===== src/tkz_pkg.sv =====
// Shared types, token codes and character classes for the C subset tokenizer.
`default_nettype none

package tkz_pkg;

  localparam int unsigned ID_MAX_CHARS_DEF = 16;
  localparam int unsigned NUM_BITS_DEF     = 32;

  localparam int unsigned KIND_W  = 5;
  localparam int unsigned NUM_W   = 32;
  localparam int unsigned CNT_W   = 5;
  localparam int unsigned TEXT_W  = 64;
  localparam int unsigned LINE_W  = 24;
  localparam int unsigned TEXT_CHARS = 16;

  localparam logic [LINE_W-1:0] LINE_MAX = '1;

  localparam int unsigned FIFO_DEPTH = 4;
  localparam int unsigned PTR_W      = 2;
  localparam int unsigned FCNT_W     = 3;

  // Token kinds
  localparam logic [KIND_W-1:0] TK_NUM    = 5'd0;
  localparam logic [KIND_W-1:0] TK_ID     = 5'd1;
  localparam logic [KIND_W-1:0] TK_TRUE   = 5'd2;
  localparam logic [KIND_W-1:0] TK_FALSE  = 5'd3;
  localparam logic [KIND_W-1:0] TK_RETURN = 5'd4;
  localparam logic [KIND_W-1:0] TK_INT    = 5'd5;
  localparam logic [KIND_W-1:0] TK_IF     = 5'd6;
  localparam logic [KIND_W-1:0] TK_ELSE   = 5'd7;
  localparam logic [KIND_W-1:0] TK_LPAREN = 5'd8;
  localparam logic [KIND_W-1:0] TK_RPAREN = 5'd9;
  localparam logic [KIND_W-1:0] TK_LBRACE = 5'd10;
  localparam logic [KIND_W-1:0] TK_RBRACE = 5'd11;
  localparam logic [KIND_W-1:0] TK_EQEQ   = 5'd12;
  localparam logic [KIND_W-1:0] TK_ASSIGN = 5'd13;
  localparam logic [KIND_W-1:0] TK_BAR    = 5'd14;
  localparam logic [KIND_W-1:0] TK_OROR   = 5'd15;
  localparam logic [KIND_W-1:0] TK_SEMI   = 5'd16;
  localparam logic [KIND_W-1:0] TK_PLUS   = 5'd17;
  localparam logic [KIND_W-1:0] TK_MINUS  = 5'd18;
  localparam logic [KIND_W-1:0] TK_STAR   = 5'd19;
  localparam logic [KIND_W-1:0] TK_COMMA  = 5'd20;
  localparam logic [KIND_W-1:0] TK_ERROR  = 5'd21;
  localparam logic [KIND_W-1:0] TK_END    = 5'd22;

  localparam logic [7:0] CH_NL    = 8'h0A;
  localparam logic [7:0] CH_TAB   = 8'h09;
  localparam logic [7:0] CH_CR    = 8'h0D;
  localparam logic [7:0] CH_SPACE = 8'h20;
  localparam logic [7:0] CH_EQ    = 8'h3D;
  localparam logic [7:0] CH_BAR   = 8'h7C;

  typedef struct packed {
    logic [KIND_W-1:0] kind;
    logic [NUM_W-1:0]  num;
    logic [CNT_W-1:0]  id_len;
    logic [TEXT_W-1:0] text_lo;
    logic [TEXT_W-1:0] text_hi;
    logic              trunc;
    logic [LINE_W-1:0] line;
    logic              last;
  } tkz_result_t;

  // What the scanner hands to the result queue in one cycle
  typedef struct packed {
    logic [1:0]  cnt;
    tkz_result_t r0;
    tkz_result_t r1;
  } tkz_push_t;

  function automatic logic is_digit(input logic [7:0] c);
    return (c >= "0") && (c <= "9");
  endfunction

  function automatic logic is_alpha(input logic [7:0] c);
    return ((c >= "a") && (c <= "z")) || ((c >= "A") && (c <= "Z")) || (c == "_");
  endfunction

  function automatic logic is_space(input logic [7:0] c);
    return (c == CH_SPACE) || ((c >= CH_TAB) && (c <= CH_CR));
  endfunction

  // Single-character punctuators; TK_ERROR when the byte is not one
  function automatic logic [KIND_W-1:0] punct_kind(input logic [7:0] c);
    logic [KIND_W-1:0] k;
    case (c)
      "(":     k = TK_LPAREN;
      ")":     k = TK_RPAREN;
      "{":     k = TK_LBRACE;
      "}":     k = TK_RBRACE;
      ";":     k = TK_SEMI;
      "+":     k = TK_PLUS;
      "-":     k = TK_MINUS;
      "*":     k = TK_STAR;
      ",":     k = TK_COMMA;
      default: k = TK_ERROR;
    endcase
    return k;
  endfunction

  // head holds the first six buffered characters, first one in the top byte
  function automatic logic [KIND_W-1:0] kw_kind(input logic [47:0] head,
                                                input logic [CNT_W-1:0] len);
    logic [KIND_W-1:0] k;
    k = TK_ID;
    if (len == CNT_W'(4) && head[47:16] == "true")        k = TK_TRUE;
    else if (len == CNT_W'(5) && head[47:8] == "false")   k = TK_FALSE;
    else if (len == CNT_W'(6) && head == "return")        k = TK_RETURN;
    else if (len == CNT_W'(3) && head[47:24] == "int")    k = TK_INT;
    else if (len == CNT_W'(2) && head[47:32] == "if")     k = TK_IF;
    else if (len == CNT_W'(4) && head[47:16] == "else")   k = TK_ELSE;
    return k;
  endfunction

  function automatic tkz_result_t plain_result(input logic [KIND_W-1:0] kind,
                                               input logic [NUM_W-1:0] num,
                                               input logic [LINE_W-1:0] line);
    tkz_result_t r;
    r         = '0;
    r.kind    = kind;
    r.num     = num;
    r.line    = line;
    return r;
  endfunction

endpackage

`default_nettype wire


===== src/c_subset_tokenizer_core.sv =====
// Top level of the C subset tokenizer: input register, scanner, result queue.
//
// Input channel: one source byte (char_code_i) per request, or an end marker
// (end_of_input_i) that flushes the pending token, emits an end token and
// returns the scanner to its reset state. A request is taken on a clock edge
// with in_valid_i high and in_stall_o low.
// Output channel: one token per request on the out_* ports, taken on an edge
// with out_valid_o high and out_stall_i low. A byte yields zero, one or two
// tokens; last_of_run_o marks the final token of a byte.
// Each byte is held in the input register, then the scanner writes its tokens
// into the result queue, from which they are taken.
// Throughput: one byte per cycle; the output port delivers one token per
// cycle, so bytes that yield two tokens throttle input through the four-entry
// result queue. The scanner holds a byte while the queue lacks two free slots.
// Stall: a stalled result holds its payload; the input side stalls once the
// input register is full and the queue cannot take its results.
// Reset: queue emptied, scanner idle, line number back to one.
`default_nettype none

module c_subset_tokenizer_core
  import tkz_pkg::*;
#(
  parameter int unsigned ID_MAX_CHARS = ID_MAX_CHARS_DEF,
  parameter int unsigned NUM_BITS     = NUM_BITS_DEF
) (
  input  wire logic              clk_i,
  input  wire logic              rst_ni,
  input  wire logic              in_valid_i,
  output logic                   in_stall_o,
  input  wire logic [7:0]        char_code_i,
  input  wire logic              end_of_input_i,
  output logic                   out_valid_o,
  input  wire logic              out_stall_i,
  output logic [KIND_W-1:0]      token_kind_o,
  output logic [NUM_W-1:0]       number_value_o,
  output logic [CNT_W-1:0]       id_length_o,
  output logic [TEXT_W-1:0]      id_text_low_o,
  output logic [TEXT_W-1:0]      id_text_high_o,
  output logic                   id_truncated_o,
  output logic [LINE_W-1:0]      line_number_o,
  output logic                   last_of_run_o
);

  logic        in_vld_q, in_vld_d;
  logic [7:0]  char_q;
  logic        eoi_q;
  logic        accept;
  logic        proc;
  logic        pop;
  logic        room2;
  tkz_push_t   push;
  tkz_result_t head;

  assign proc       = in_vld_q && room2;
  assign in_stall_o = in_vld_q && !proc;
  assign accept     = in_valid_i && !in_stall_o;
  assign in_vld_d   = accept || (in_vld_q && !proc);
  assign pop        = out_valid_o && !out_stall_i;

  always_ff @(posedge clk_i or negedge rst_ni) begin
    if (!rst_ni) begin
      in_vld_q <= 1'b0;
    end else begin
      in_vld_q <= in_vld_d;
    end
  end

  always_ff @(posedge clk_i) begin
    if (accept) begin
      char_q <= char_code_i;
      eoi_q  <= end_of_input_i;
    end
  end

  tkz_scanner #(
    .ID_MAX_CHARS (ID_MAX_CHARS),
    .NUM_BITS     (NUM_BITS)
  ) u_scanner (
    .clk_i          (clk_i),
    .rst_ni         (rst_ni),
    .step_i         (proc),
    .char_code_i    (char_q),
    .end_of_input_i (eoi_q),
    .push_o         (push)
  );

  tkz_result_fifo u_fifo (
    .clk_i      (clk_i),
    .rst_ni     (rst_ni),
    .push_i     (push),
    .pop_i      (pop),
    .head_o     (head),
    .nonempty_o (out_valid_o),
    .room2_o    (room2)
  );

  assign token_kind_o   = head.kind;
  assign number_value_o = head.num;
  assign id_length_o    = head.id_len;
  assign id_text_low_o  = head.text_lo;
  assign id_text_high_o = head.text_hi;
  assign id_truncated_o = head.trunc;
  assign line_number_o  = head.line;
  assign last_of_run_o  = head.last;

`ifndef NO_ASSERTIONS
  // an end marker always yields at least the end token
  a_eoi_emits: assert property (@(posedge clk_i) disable iff (!rst_ni)
    (proc && eoi_q) |-> (push.cnt != 2'd0))
    else $error("end marker produced no token");

  // of a pair, only the second closes the run
  a_pair_last: assert property (@(posedge clk_i) disable iff (!rst_ni)
    (push.cnt == 2'd2) |-> (push.r1.last && !push.r0.last))
    else $error("last flag misplaced in token pair");

  // nothing is pushed without a processed byte
  a_push_step: assert property (@(posedge clk_i) disable iff (!rst_ni)
    (push.cnt != 2'd0) |-> proc)
    else $error("token pushed without a byte");

  // the end token always closes its run
  a_end_last: assert property (@(posedge clk_i) disable iff (!rst_ni)
    (out_valid_o && token_kind_o == TK_END) |-> last_of_run_o)
    else $error("end token not marked last");
`endif

endmodule

`default_nettype wire


===== src/tkz_scanner.sv =====
// Scanner state and per-byte token logic; emits up to two results per request.
`default_nettype none

module tkz_scanner
  import tkz_pkg::*;
#(
  parameter int unsigned ID_MAX_CHARS = ID_MAX_CHARS_DEF,
  parameter int unsigned NUM_BITS     = NUM_BITS_DEF
) (
  input  wire logic       clk_i,
  input  wire logic       rst_ni,
  input  wire logic       step_i,
  input  wire logic [7:0] char_code_i,
  input  wire logic       end_of_input_i,
  output tkz_push_t       push_o
);

  localparam logic [2:0] MODE_IDLE = 3'd0;
  localparam logic [2:0] MODE_NUM  = 3'd1;
  localparam logic [2:0] MODE_ID   = 3'd2;
  localparam logic [2:0] MODE_EQ   = 3'd3;
  localparam logic [2:0] MODE_BAR  = 3'd4;

  logic [2:0]          mode_q, mode_d;
  logic [NUM_BITS-1:0] acc_q, acc_d;
  logic [CNT_W-1:0]    id_cnt_q, id_cnt_d;
  logic                id_ovf_q, id_ovf_d;
  logic [LINE_W-1:0]   line_q, line_d;
  logic                err_q, err_d;
  logic [7:0]          id_buf_q [ID_MAX_CHARS];

  logic                buf_we;
  logic [CNT_W-1:0]    buf_sel;

  logic                use_pend;
  logic                own_v;
  logic [KIND_W-1:0]   own_kind;
  logic                pend_v;
  tkz_result_t         pend_res;
  tkz_result_t         own_res;
  logic [8*TEXT_CHARS-1:0] text;
  logic [47:0]         kw_head;
  logic [KIND_W-1:0]   kw;
  logic [NUM_BITS-1:0] acc_x10;
  logic [NUM_BITS-1:0] dig;
  logic                c_dig, c_alpha;

  assign c_dig   = is_digit(char_code_i);
  assign c_alpha = is_alpha(char_code_i);
  assign dig     = NUM_BITS'(char_code_i[3:0]);
  // x10 as x8 + x2
  assign acc_x10 = NUM_BITS'({acc_q, 3'b000}) + NUM_BITS'({acc_q, 1'b0}) + dig;

  always_comb begin
    mode_d   = mode_q;
    acc_d    = acc_q;
    id_cnt_d = id_cnt_q;
    id_ovf_d = id_ovf_q;
    line_d   = line_q;
    err_d    = err_q;
    buf_we   = 1'b0;
    buf_sel  = id_cnt_q;
    use_pend = 1'b0;
    own_v    = 1'b0;
    own_kind = TK_END;
    if (end_of_input_i) begin
      use_pend = !err_q;
      own_v    = 1'b1;
      mode_d   = MODE_IDLE;
      acc_d    = '0;
      id_cnt_d = '0;
      id_ovf_d = 1'b0;
      line_d   = LINE_W'(1);
      err_d    = 1'b0;
    end else if (err_q) begin
      own_v = 1'b0;
    end else if (mode_q == MODE_NUM && c_dig) begin
      acc_d = acc_x10;
    end else if (mode_q == MODE_ID && (c_alpha || c_dig)) begin
      if (id_cnt_q < CNT_W'(ID_MAX_CHARS)) begin
        buf_we   = 1'b1;
        id_cnt_d = id_cnt_q + CNT_W'(1);
      end else begin
        id_ovf_d = 1'b1;
      end
    end else if (mode_q == MODE_EQ && char_code_i == CH_EQ) begin
      mode_d   = MODE_IDLE;
      own_v    = 1'b1;
      own_kind = TK_EQEQ;
    end else if (mode_q == MODE_BAR && char_code_i == CH_BAR) begin
      mode_d   = MODE_IDLE;
      own_v    = 1'b1;
      own_kind = TK_OROR;
    end else begin
      // flush whatever is pending, then start on this byte
      use_pend = 1'b1;
      mode_d   = MODE_IDLE;
      acc_d    = '0;
      id_cnt_d = '0;
      id_ovf_d = 1'b0;
      if (char_code_i == CH_NL) begin
        if (line_q != LINE_MAX) line_d = line_q + LINE_W'(1);
      end else if (is_space(char_code_i)) begin
        own_v = 1'b0;
      end else if (c_dig) begin
        mode_d = MODE_NUM;
        acc_d  = dig;
      end else if (c_alpha) begin
        mode_d   = MODE_ID;
        buf_we   = 1'b1;
        buf_sel  = '0;
        id_cnt_d = CNT_W'(1);
      end else if (char_code_i == CH_EQ) begin
        mode_d = MODE_EQ;
      end else if (char_code_i == CH_BAR) begin
        mode_d = MODE_BAR;
      end else begin
        own_v    = 1'b1;
        own_kind = punct_kind(char_code_i);
        if (own_kind == TK_ERROR) err_d = 1'b1;
      end
    end
  end

  // identifier text, zero beyond the held count
  always_comb begin
    text = '0;
    for (int i = 0; i < ID_MAX_CHARS; i++) begin
      if (CNT_W'(i) < id_cnt_q) text[8*i +: 8] = id_buf_q[i];
    end
  end

  assign kw_head = {id_buf_q[0], id_buf_q[1], id_buf_q[2],
                    id_buf_q[3], id_buf_q[4], id_buf_q[5]};
  assign kw      = kw_kind(kw_head, id_cnt_q);

  always_comb begin
    pend_v   = use_pend;
    pend_res = plain_result(TK_NUM, '0, line_q);
    case (mode_q)
      MODE_NUM: pend_res = plain_result(TK_NUM, NUM_W'(acc_q), line_q);
      MODE_ID: begin
        if (!id_ovf_q && kw != TK_ID) begin
          pend_res = plain_result(kw, '0, line_q);
        end else begin
          pend_res         = plain_result(TK_ID, '0, line_q);
          pend_res.id_len  = id_cnt_q;
          pend_res.text_lo = text[TEXT_W-1:0];
          pend_res.text_hi = text[2*TEXT_W-1:TEXT_W];
          pend_res.trunc   = id_ovf_q;
        end
      end
      MODE_EQ:  pend_res = plain_result(TK_ASSIGN, '0, line_q);
      MODE_BAR: pend_res = plain_result(TK_BAR, '0, line_q);
      default:  pend_v   = 1'b0;
    endcase
    own_res      = plain_result(own_kind, '0, line_q);
    own_res.last = 1'b1;
  end

  always_comb begin
    push_o    = '0;
    push_o.r0 = own_res;
    push_o.r1 = own_res;
    if (step_i) begin
      if (pend_v && own_v) begin
        push_o.cnt = 2'd2;
        push_o.r0  = pend_res;
      end else if (pend_v) begin
        push_o.cnt     = 2'd1;
        push_o.r0      = pend_res;
        push_o.r0.last = 1'b1;
      end else if (own_v) begin
        push_o.cnt = 2'd1;
      end
    end
  end

  always_ff @(posedge clk_i or negedge rst_ni) begin
    if (!rst_ni) begin
      mode_q   <= MODE_IDLE;
      acc_q    <= '0;
      id_cnt_q <= '0;
      id_ovf_q <= 1'b0;
      line_q   <= LINE_W'(1);
      err_q    <= 1'b0;
    end else if (step_i) begin
      mode_q   <= mode_d;
      acc_q    <= acc_d;
      id_cnt_q <= id_cnt_d;
      id_ovf_q <= id_ovf_d;
      line_q   <= line_d;
      err_q    <= err_d;
    end
  end

  always_ff @(posedge clk_i) begin
    for (int i = 0; i < ID_MAX_CHARS; i++) begin
      if (step_i && buf_we && buf_sel == CNT_W'(i)) id_buf_q[i] <= char_code_i;
    end
  end

endmodule

`default_nettype wire


===== src/tkz_result_fifo.sv =====
// Four-entry result queue; takes up to two results a cycle, gives one.
`default_nettype none

module tkz_result_fifo
  import tkz_pkg::*;
(
  input  wire logic      clk_i,
  input  wire logic      rst_ni,
  input  wire tkz_push_t push_i,
  input  wire logic      pop_i,
  output tkz_result_t    head_o,
  output logic           nonempty_o,
  output logic           room2_o
);

  tkz_result_t        mem_q [FIFO_DEPTH];
  logic [PTR_W-1:0]   wr_q, rd_q;
  logic [FCNT_W-1:0]  cnt_q;

  assign head_o     = mem_q[rd_q];
  assign nonempty_o = cnt_q != '0;
  // room for two more after this cycle's pop
  assign room2_o    = (cnt_q - FCNT_W'(pop_i)) <= FCNT_W'(FIFO_DEPTH - 2);

  always_ff @(posedge clk_i or negedge rst_ni) begin
    if (!rst_ni) begin
      wr_q  <= '0;
      rd_q  <= '0;
      cnt_q <= '0;
    end else begin
      wr_q  <= wr_q + PTR_W'(push_i.cnt);
      rd_q  <= rd_q + PTR_W'(pop_i);
      cnt_q <= cnt_q + FCNT_W'(push_i.cnt) - FCNT_W'(pop_i);
    end
  end

  always_ff @(posedge clk_i) begin
    if (push_i.cnt != 2'd0) mem_q[wr_q] <= push_i.r0;
    if (push_i.cnt == 2'd2) mem_q[wr_q + PTR_W'(1)] <= push_i.r1;
  end

endmodule

`default_nettype wire


===== config.mk =====
export PLATFORM = sky130hd
export DESIGN_NAME = c_subset_tokenizer_core
export DESIGN_NICKNAME = d
export VERILOG_FILES = /design/src/tkz_pkg.sv /design/src/c_subset_tokenizer_core.sv /design/src/tkz_scanner.sv /design/src/tkz_result_fifo.sv
export SDC_FILE = /design/constraint.sdc
export NUM_CORES = 2
export LEC_CHECK = 0
export ABC_AREA = 1
export BUFFER_PORTS_ARGS = -buffer_cell sky130_fd_sc_hd__buf_2
export CORE_MARGIN = 1.5
export CORE_UTILIZATION = 35
export CTS_CLUSTER_SIZE = 10
export DETAILED_ROUTE_END_ITERATION = 8
export HOLD_SLACK_MARGIN = 0.08
export PLACE_DENSITY = 0.49
export SYNTH_ARGS = -nofsm -noshare
export SYNTH_HDL_FRONTEND = slang
export SYNTH_SLANG_ARGS = --single-unit

===== constraint.sdc =====
create_clock -name clk_i -period 4.3 [get_ports clk_i]
set_input_delay 0.43 -clock clk_i [delete_from_list [all_inputs] [get_ports clk_i]]
set_output_delay 0.43 -clock clk_i [all_outputs]
set_load 0.01 [all_outputs]

==> results.md <==
* Floorplan core area at 125,600 sq um
* Total track usage at 23.65%
* Synthesized cell area at 44,230 sq um
* Critical register-to-register path endpoint: u_fifo.mem_q[2][165]$_SDFFE_PP0N_
* CTS HTree Levels at 3
* Worst Path Arrival at 4.56 ns
* # IOs at 211
* Crit Path Category: reg2reg
* Initial core utilization at 35.23%
* Final Slew Violations at 0
* Cell leakage power at 0.02149 uW
* Cts bufs inserted at 115
* Net count of the mapped netlist at 5,755
* Via count at 39,947
* Hold Crit Depth at 3
* Maximum number of pins on one net before global-route repair at 166
* Share of cells above drive strength 1 at 8.944%
* Maximum Capacitance Violations at 0
* Cell count of the worst reg-to-reg path at 22
* Area overhead of the layout relative to synthesis at 14.47%
* Result of the run: complete, no violations
* Clock insertion delay at the later pin of the skew report at 0.76 ns
* Highest-count cells in the layout ignoring fill and taps: sky130_fd_sc_hd__nand2_1, sky130_fd_sc_hd__nor2_1, sky130_fd_sc_hd__dfxtp_1, sky130_fd_sc_hd__o21ai_0, sky130_fd_sc_hd__nand4_1
* Portion of synthesized cell area occupied by the leading cell type at 30.23%
* Number of nets in the finished design at 5,834
* Kind of launch point of the worst setup path: register
* Clk sinks at 995
* Hold WC Path Type: in2reg
* DR vias/cell at 5.334
* Unrepaired setup endpoints after global routing: false
* Die outline area at 128,500 sq um
* P per Cell Area at 636.2 nW/um^2
* Largest cells by area after synthesis: sky130_fd_sc_hd__dfxtp_1, sky130_fd_sc_hd__edfxtp_1, sky130_fd_sc_hd__nand2_1, sky130_fd_sc_hd__o21ai_0, sky130_fd_sc_hd__nor2_1
* Data required time at the worst endpoint at 4.95 ns
* Final worst path period share at 90.98%
* Leading cell type in the layout, fill and taps excluded: sky130_fd_sc_hd__nand2_1
* Router iterations before antenna repair at 6
* Setup Total Neg Slack at 0 ns
* GRT Residual Overflow at 0
* F_max at 0.2556 GHz
* Worst-path fanout max at 40
* Total setup buffers inserted after CTS at 0
* Hold worst-path end: u_fifo.rd_q[0]$_DFF_PN0_
* Period minus WS final at 3.912 ns
* Number of DRC markers in iteration 0 at 3,577
* Average size of a mapped cell at 7.803 sq um
* Cell repeated most along the worst path: sky130_fd_sc_hd__nand2_1
* Total routed wirelength at 154,500 um
* VDD IR max at 0.5974 mV
* Number of global-route vias before repair at 38,039
* Floorplan row count at 130
* Final count of negative-setup-slack endpoints at 0
* EDFF count, synth at 253
* CTS tree: built
* Residual DRC at 0
* Hold slack at 0.1503 ns
* Count of synthesis-stage warnings from yosys at 0
* Height of the die at 358.5 um
* Number of port buffers at 210
* Wire length of the first global-routing pass at 235,400 um
* Seq/Total Area, Yosys at 51.60%
* Flip-flop and latch count after synthesis at 995
* Crit-path max cell delay at 0.50 ns
* Cell type with the largest total area after synthesis: sky130_fd_sc_hd__dfxtp_1
* Primary flip-flop cell chosen by synthesis mapping: sky130_fd_sc_hd__dfxtp_1
* Number of different library cells in the post-synthesis netlist at 53
* Reg clk slew, reported paths at 0.06 ns
* Final Hold Viols at 0
* Register-to-register setup slack at 0.39 ns
* Die X at 358.5 um
* Startpoint of the most critical hold path: out_stall_i
* Share of flip-flops with an asynchronous set or reset after synthesis at 7.437%
* Kind of end point of the critical path: register
* Residual antenna-violating net count after detailed routing at 0
* Ordered cell list for the critical path: nand2_1 -> inv_2 -> nand3_1 -> nor2_2 -> nor2_1 -> nand2_1 -> nor3_1 -> or2_2 -> nand2_1 -> nand2_1 -> ha_1 -> o21ai_2 -> nor3_4 -> inv_2 -> nor3_2 -> buf_4 -> inv_2 -> nand2_2 -> inv_8 -> buf_4 -> nand2_1 -> o21ai_0
* Area used by multi-input combinational logic at 18,900 sq um
* Initial antenna violation count at 13
* Max stage delay cell, worst path: sky130_fd_sc_hd__edfxtp_1
* Relative max-transition margin at 37.09%
* Hpwl dp at 91,990 um
* Final WS setup at 0.3878 ns
* CTS Buffer Depth at 3
* Gate count after technology mapping at 5,669
* Pre-CTS WS at 0.3230 ns
* Fill cell instance count of the final layout at 12,945
* Final weighted congestion in routability-driven placement at 0.8953
* Register area at 22,830 sq um
* Skew final at 0.03482 ns
* Slew at the pin closest to its max-slew limit at 0.9437 ns
* Root Driver: sky130_fd_sc_hd__clkbuf_16
* Critical register-to-register path startpoint: char_q[3]$_DFFE_PP_
* DR WL/cell at 20.64 um
-- metal layers --
layer  global-route usage (%)  wire length [um]
met5                        0                20
met4                    7.571              4341
met3                    3.543              9076
met2                    37.39             69470
met1                    33.10             71630
-- area by class of cell --
class | instances | area share [%]
Antenna cell | 3 | 0.01483
Multi-Input combinational cell | 4036 | 37.33
Clock buffer | 197 | 6.511
Tap cell | 1650 | 4.077
Timing Repair Buffer | 342 | 4.809
Clock inverter | 8 | 0.1878
Inverter | 258 | 1.982
Sequential cell | 995 | 45.09
-- critical path: cells and delay by family, from the launching register on --
kind                     cells  cell delay [ns]
AO/OA/AOI/OAI                2             0.49
adder cells (fa/ha/maj)      1             0.34
buffers and inverters        6             1.08
flip-flops                   1             0.50
AND/OR/NAND/NOR             13             1.38
-- Yosys cell counts (3+ instances only) --
cell type                  instances
sky130_fd_sc_hd__a21boi_0          3
sky130_fd_sc_hd__a21o_1            5
sky130_fd_sc_hd__a21oi_1          72
sky130_fd_sc_hd__buf_1            20
sky130_fd_sc_hd__buf_2            72
sky130_fd_sc_hd__buf_6            11
sky130_fd_sc_hd__clkbuf_1        276
sky130_fd_sc_hd__clkinv_1          7
sky130_fd_sc_hd__dfrtp_1          73
sky130_fd_sc_hd__dfxtp_1         668
sky130_fd_sc_hd__edfxtp_1        253
sky130_fd_sc_hd__fa_1              3
sky130_fd_sc_hd__ha_1             70
sky130_fd_sc_hd__inv_1           235
sky130_fd_sc_hd__inv_2            16
sky130_fd_sc_hd__nand2_1        1555
sky130_fd_sc_hd__nand2_2           3
sky130_fd_sc_hd__nand3_1         254
sky130_fd_sc_hd__nand3b_1          4
sky130_fd_sc_hd__nand4_1         298
sky130_fd_sc_hd__nor2_1          765
sky130_fd_sc_hd__nor2_2            4
sky130_fd_sc_hd__nor3_1           48
sky130_fd_sc_hd__nor3_2            5
sky130_fd_sc_hd__nor4_1            4
sky130_fd_sc_hd__o211ai_1          7
sky130_fd_sc_hd__o21ai_0         634
sky130_fd_sc_hd__o21ai_1          28
sky130_fd_sc_hd__o21bai_1          4
sky130_fd_sc_hd__o22ai_1         196
sky130_fd_sc_hd__o31ai_1          14
sky130_fd_sc_hd__or2_2             6
sky130_fd_sc_hd__xnor2_1           7
sky130_fd_sc_hd__xor2_1           22
-- cell families (layout without fill, tap and decap cells) --
logic type      count (synthesis)  count (layout)  synth area share (%)
other cells                     0               3                     0
compound gates                980             980                 11.97
xor+xnor                       29              29                0.5742
buf+inv                       638             805                 5.813
flops                         995             995                 51.60
fa+ha+maj                      73              73                 2.116
simple gates                 2954            2954                 27.93
-- flip-flops by register name, summed over array words and instances, names as in the netlist --
register            flops
char_q                  8
u_fifo.cnt_q            3
u_scanner.id_ovf_q      1
u_fifo.wr_q             2
u_scanner.id_buf_q    128
eoi_q                   1
u_scanner.mode_q        3
u_fifo.mem_q          784
u_scanner.err_q         1
u_scanner.acc_q        32
u_scanner.id_cnt_q      5
u_fifo.rd_q             2
u_scanner.line_q       24
in_vld_q                1
-- worst max path at each step --
| stage | start | to | slack (ns) | depth (start not counted) |
|---|---|---|---|---|
| after floorplan | char_q[3]$_DFFE_PP_ | u_fifo.mem_q[2][6]$_DFFE_PP_ | 0.20 | 20 |
| after global placement | out_stall_i | u_scanner.line_q[2]$_DFFE_PN0P_ | 0.35 | 14 |
| after detailed placement | out_stall_i | u_scanner.line_q[2]$_DFFE_PN0P_ | 0.32 | 14 |
| after CTS | char_q[3]$_DFFE_PP_ | u_fifo.mem_q[2][173]$_SDFFE_PP0N_ | 0.30 | 22 |
| after global routing | u_fifo.cnt_q[0]$_DFF_PN0_ | u_scanner.line_q[2]$_DFFE_PN0P_ | 0.07 | 14 |
| final | char_q[3]$_DFFE_PP_ | u_fifo.mem_q[2][165]$_SDFFE_PP0N_ | 0.39 | 22 |
-- where the power goes --
part / leakage (uW) / total, uW / internal, uW / switching (uW)
clock: 0.00162 / 9160 / 5150 / 4000
sequential: 0.00871 / 10600 / 10200 / 336
combinational: 0.0112 / 12500 / 3220 / 9270
total: 0.0215 / 32200 / 18600 / 13600
-- what timing repair did --
action                                  4_1_cts  5_1_grt
resized for setup                             0        1
endpoints found under the setup margin        0        4
hold buffers                                 11        0
hold endpoints to repair                     59        0
-- per-stage QoR --
stage	utilization, %	instance area [sq um]	power [uW]	cells
final	40.32	50630	32210	7489
after global routing	40.32	50630	33890	7487
after CTS	40.32	50620	32500	7486
after detailed placement	37.53	47120	23280	7270
after global placement	37.53	47120	23310	7270
after floorplan	-	44230	17630	5669
No activity file was read; power rests on OpenSTA's default activity.
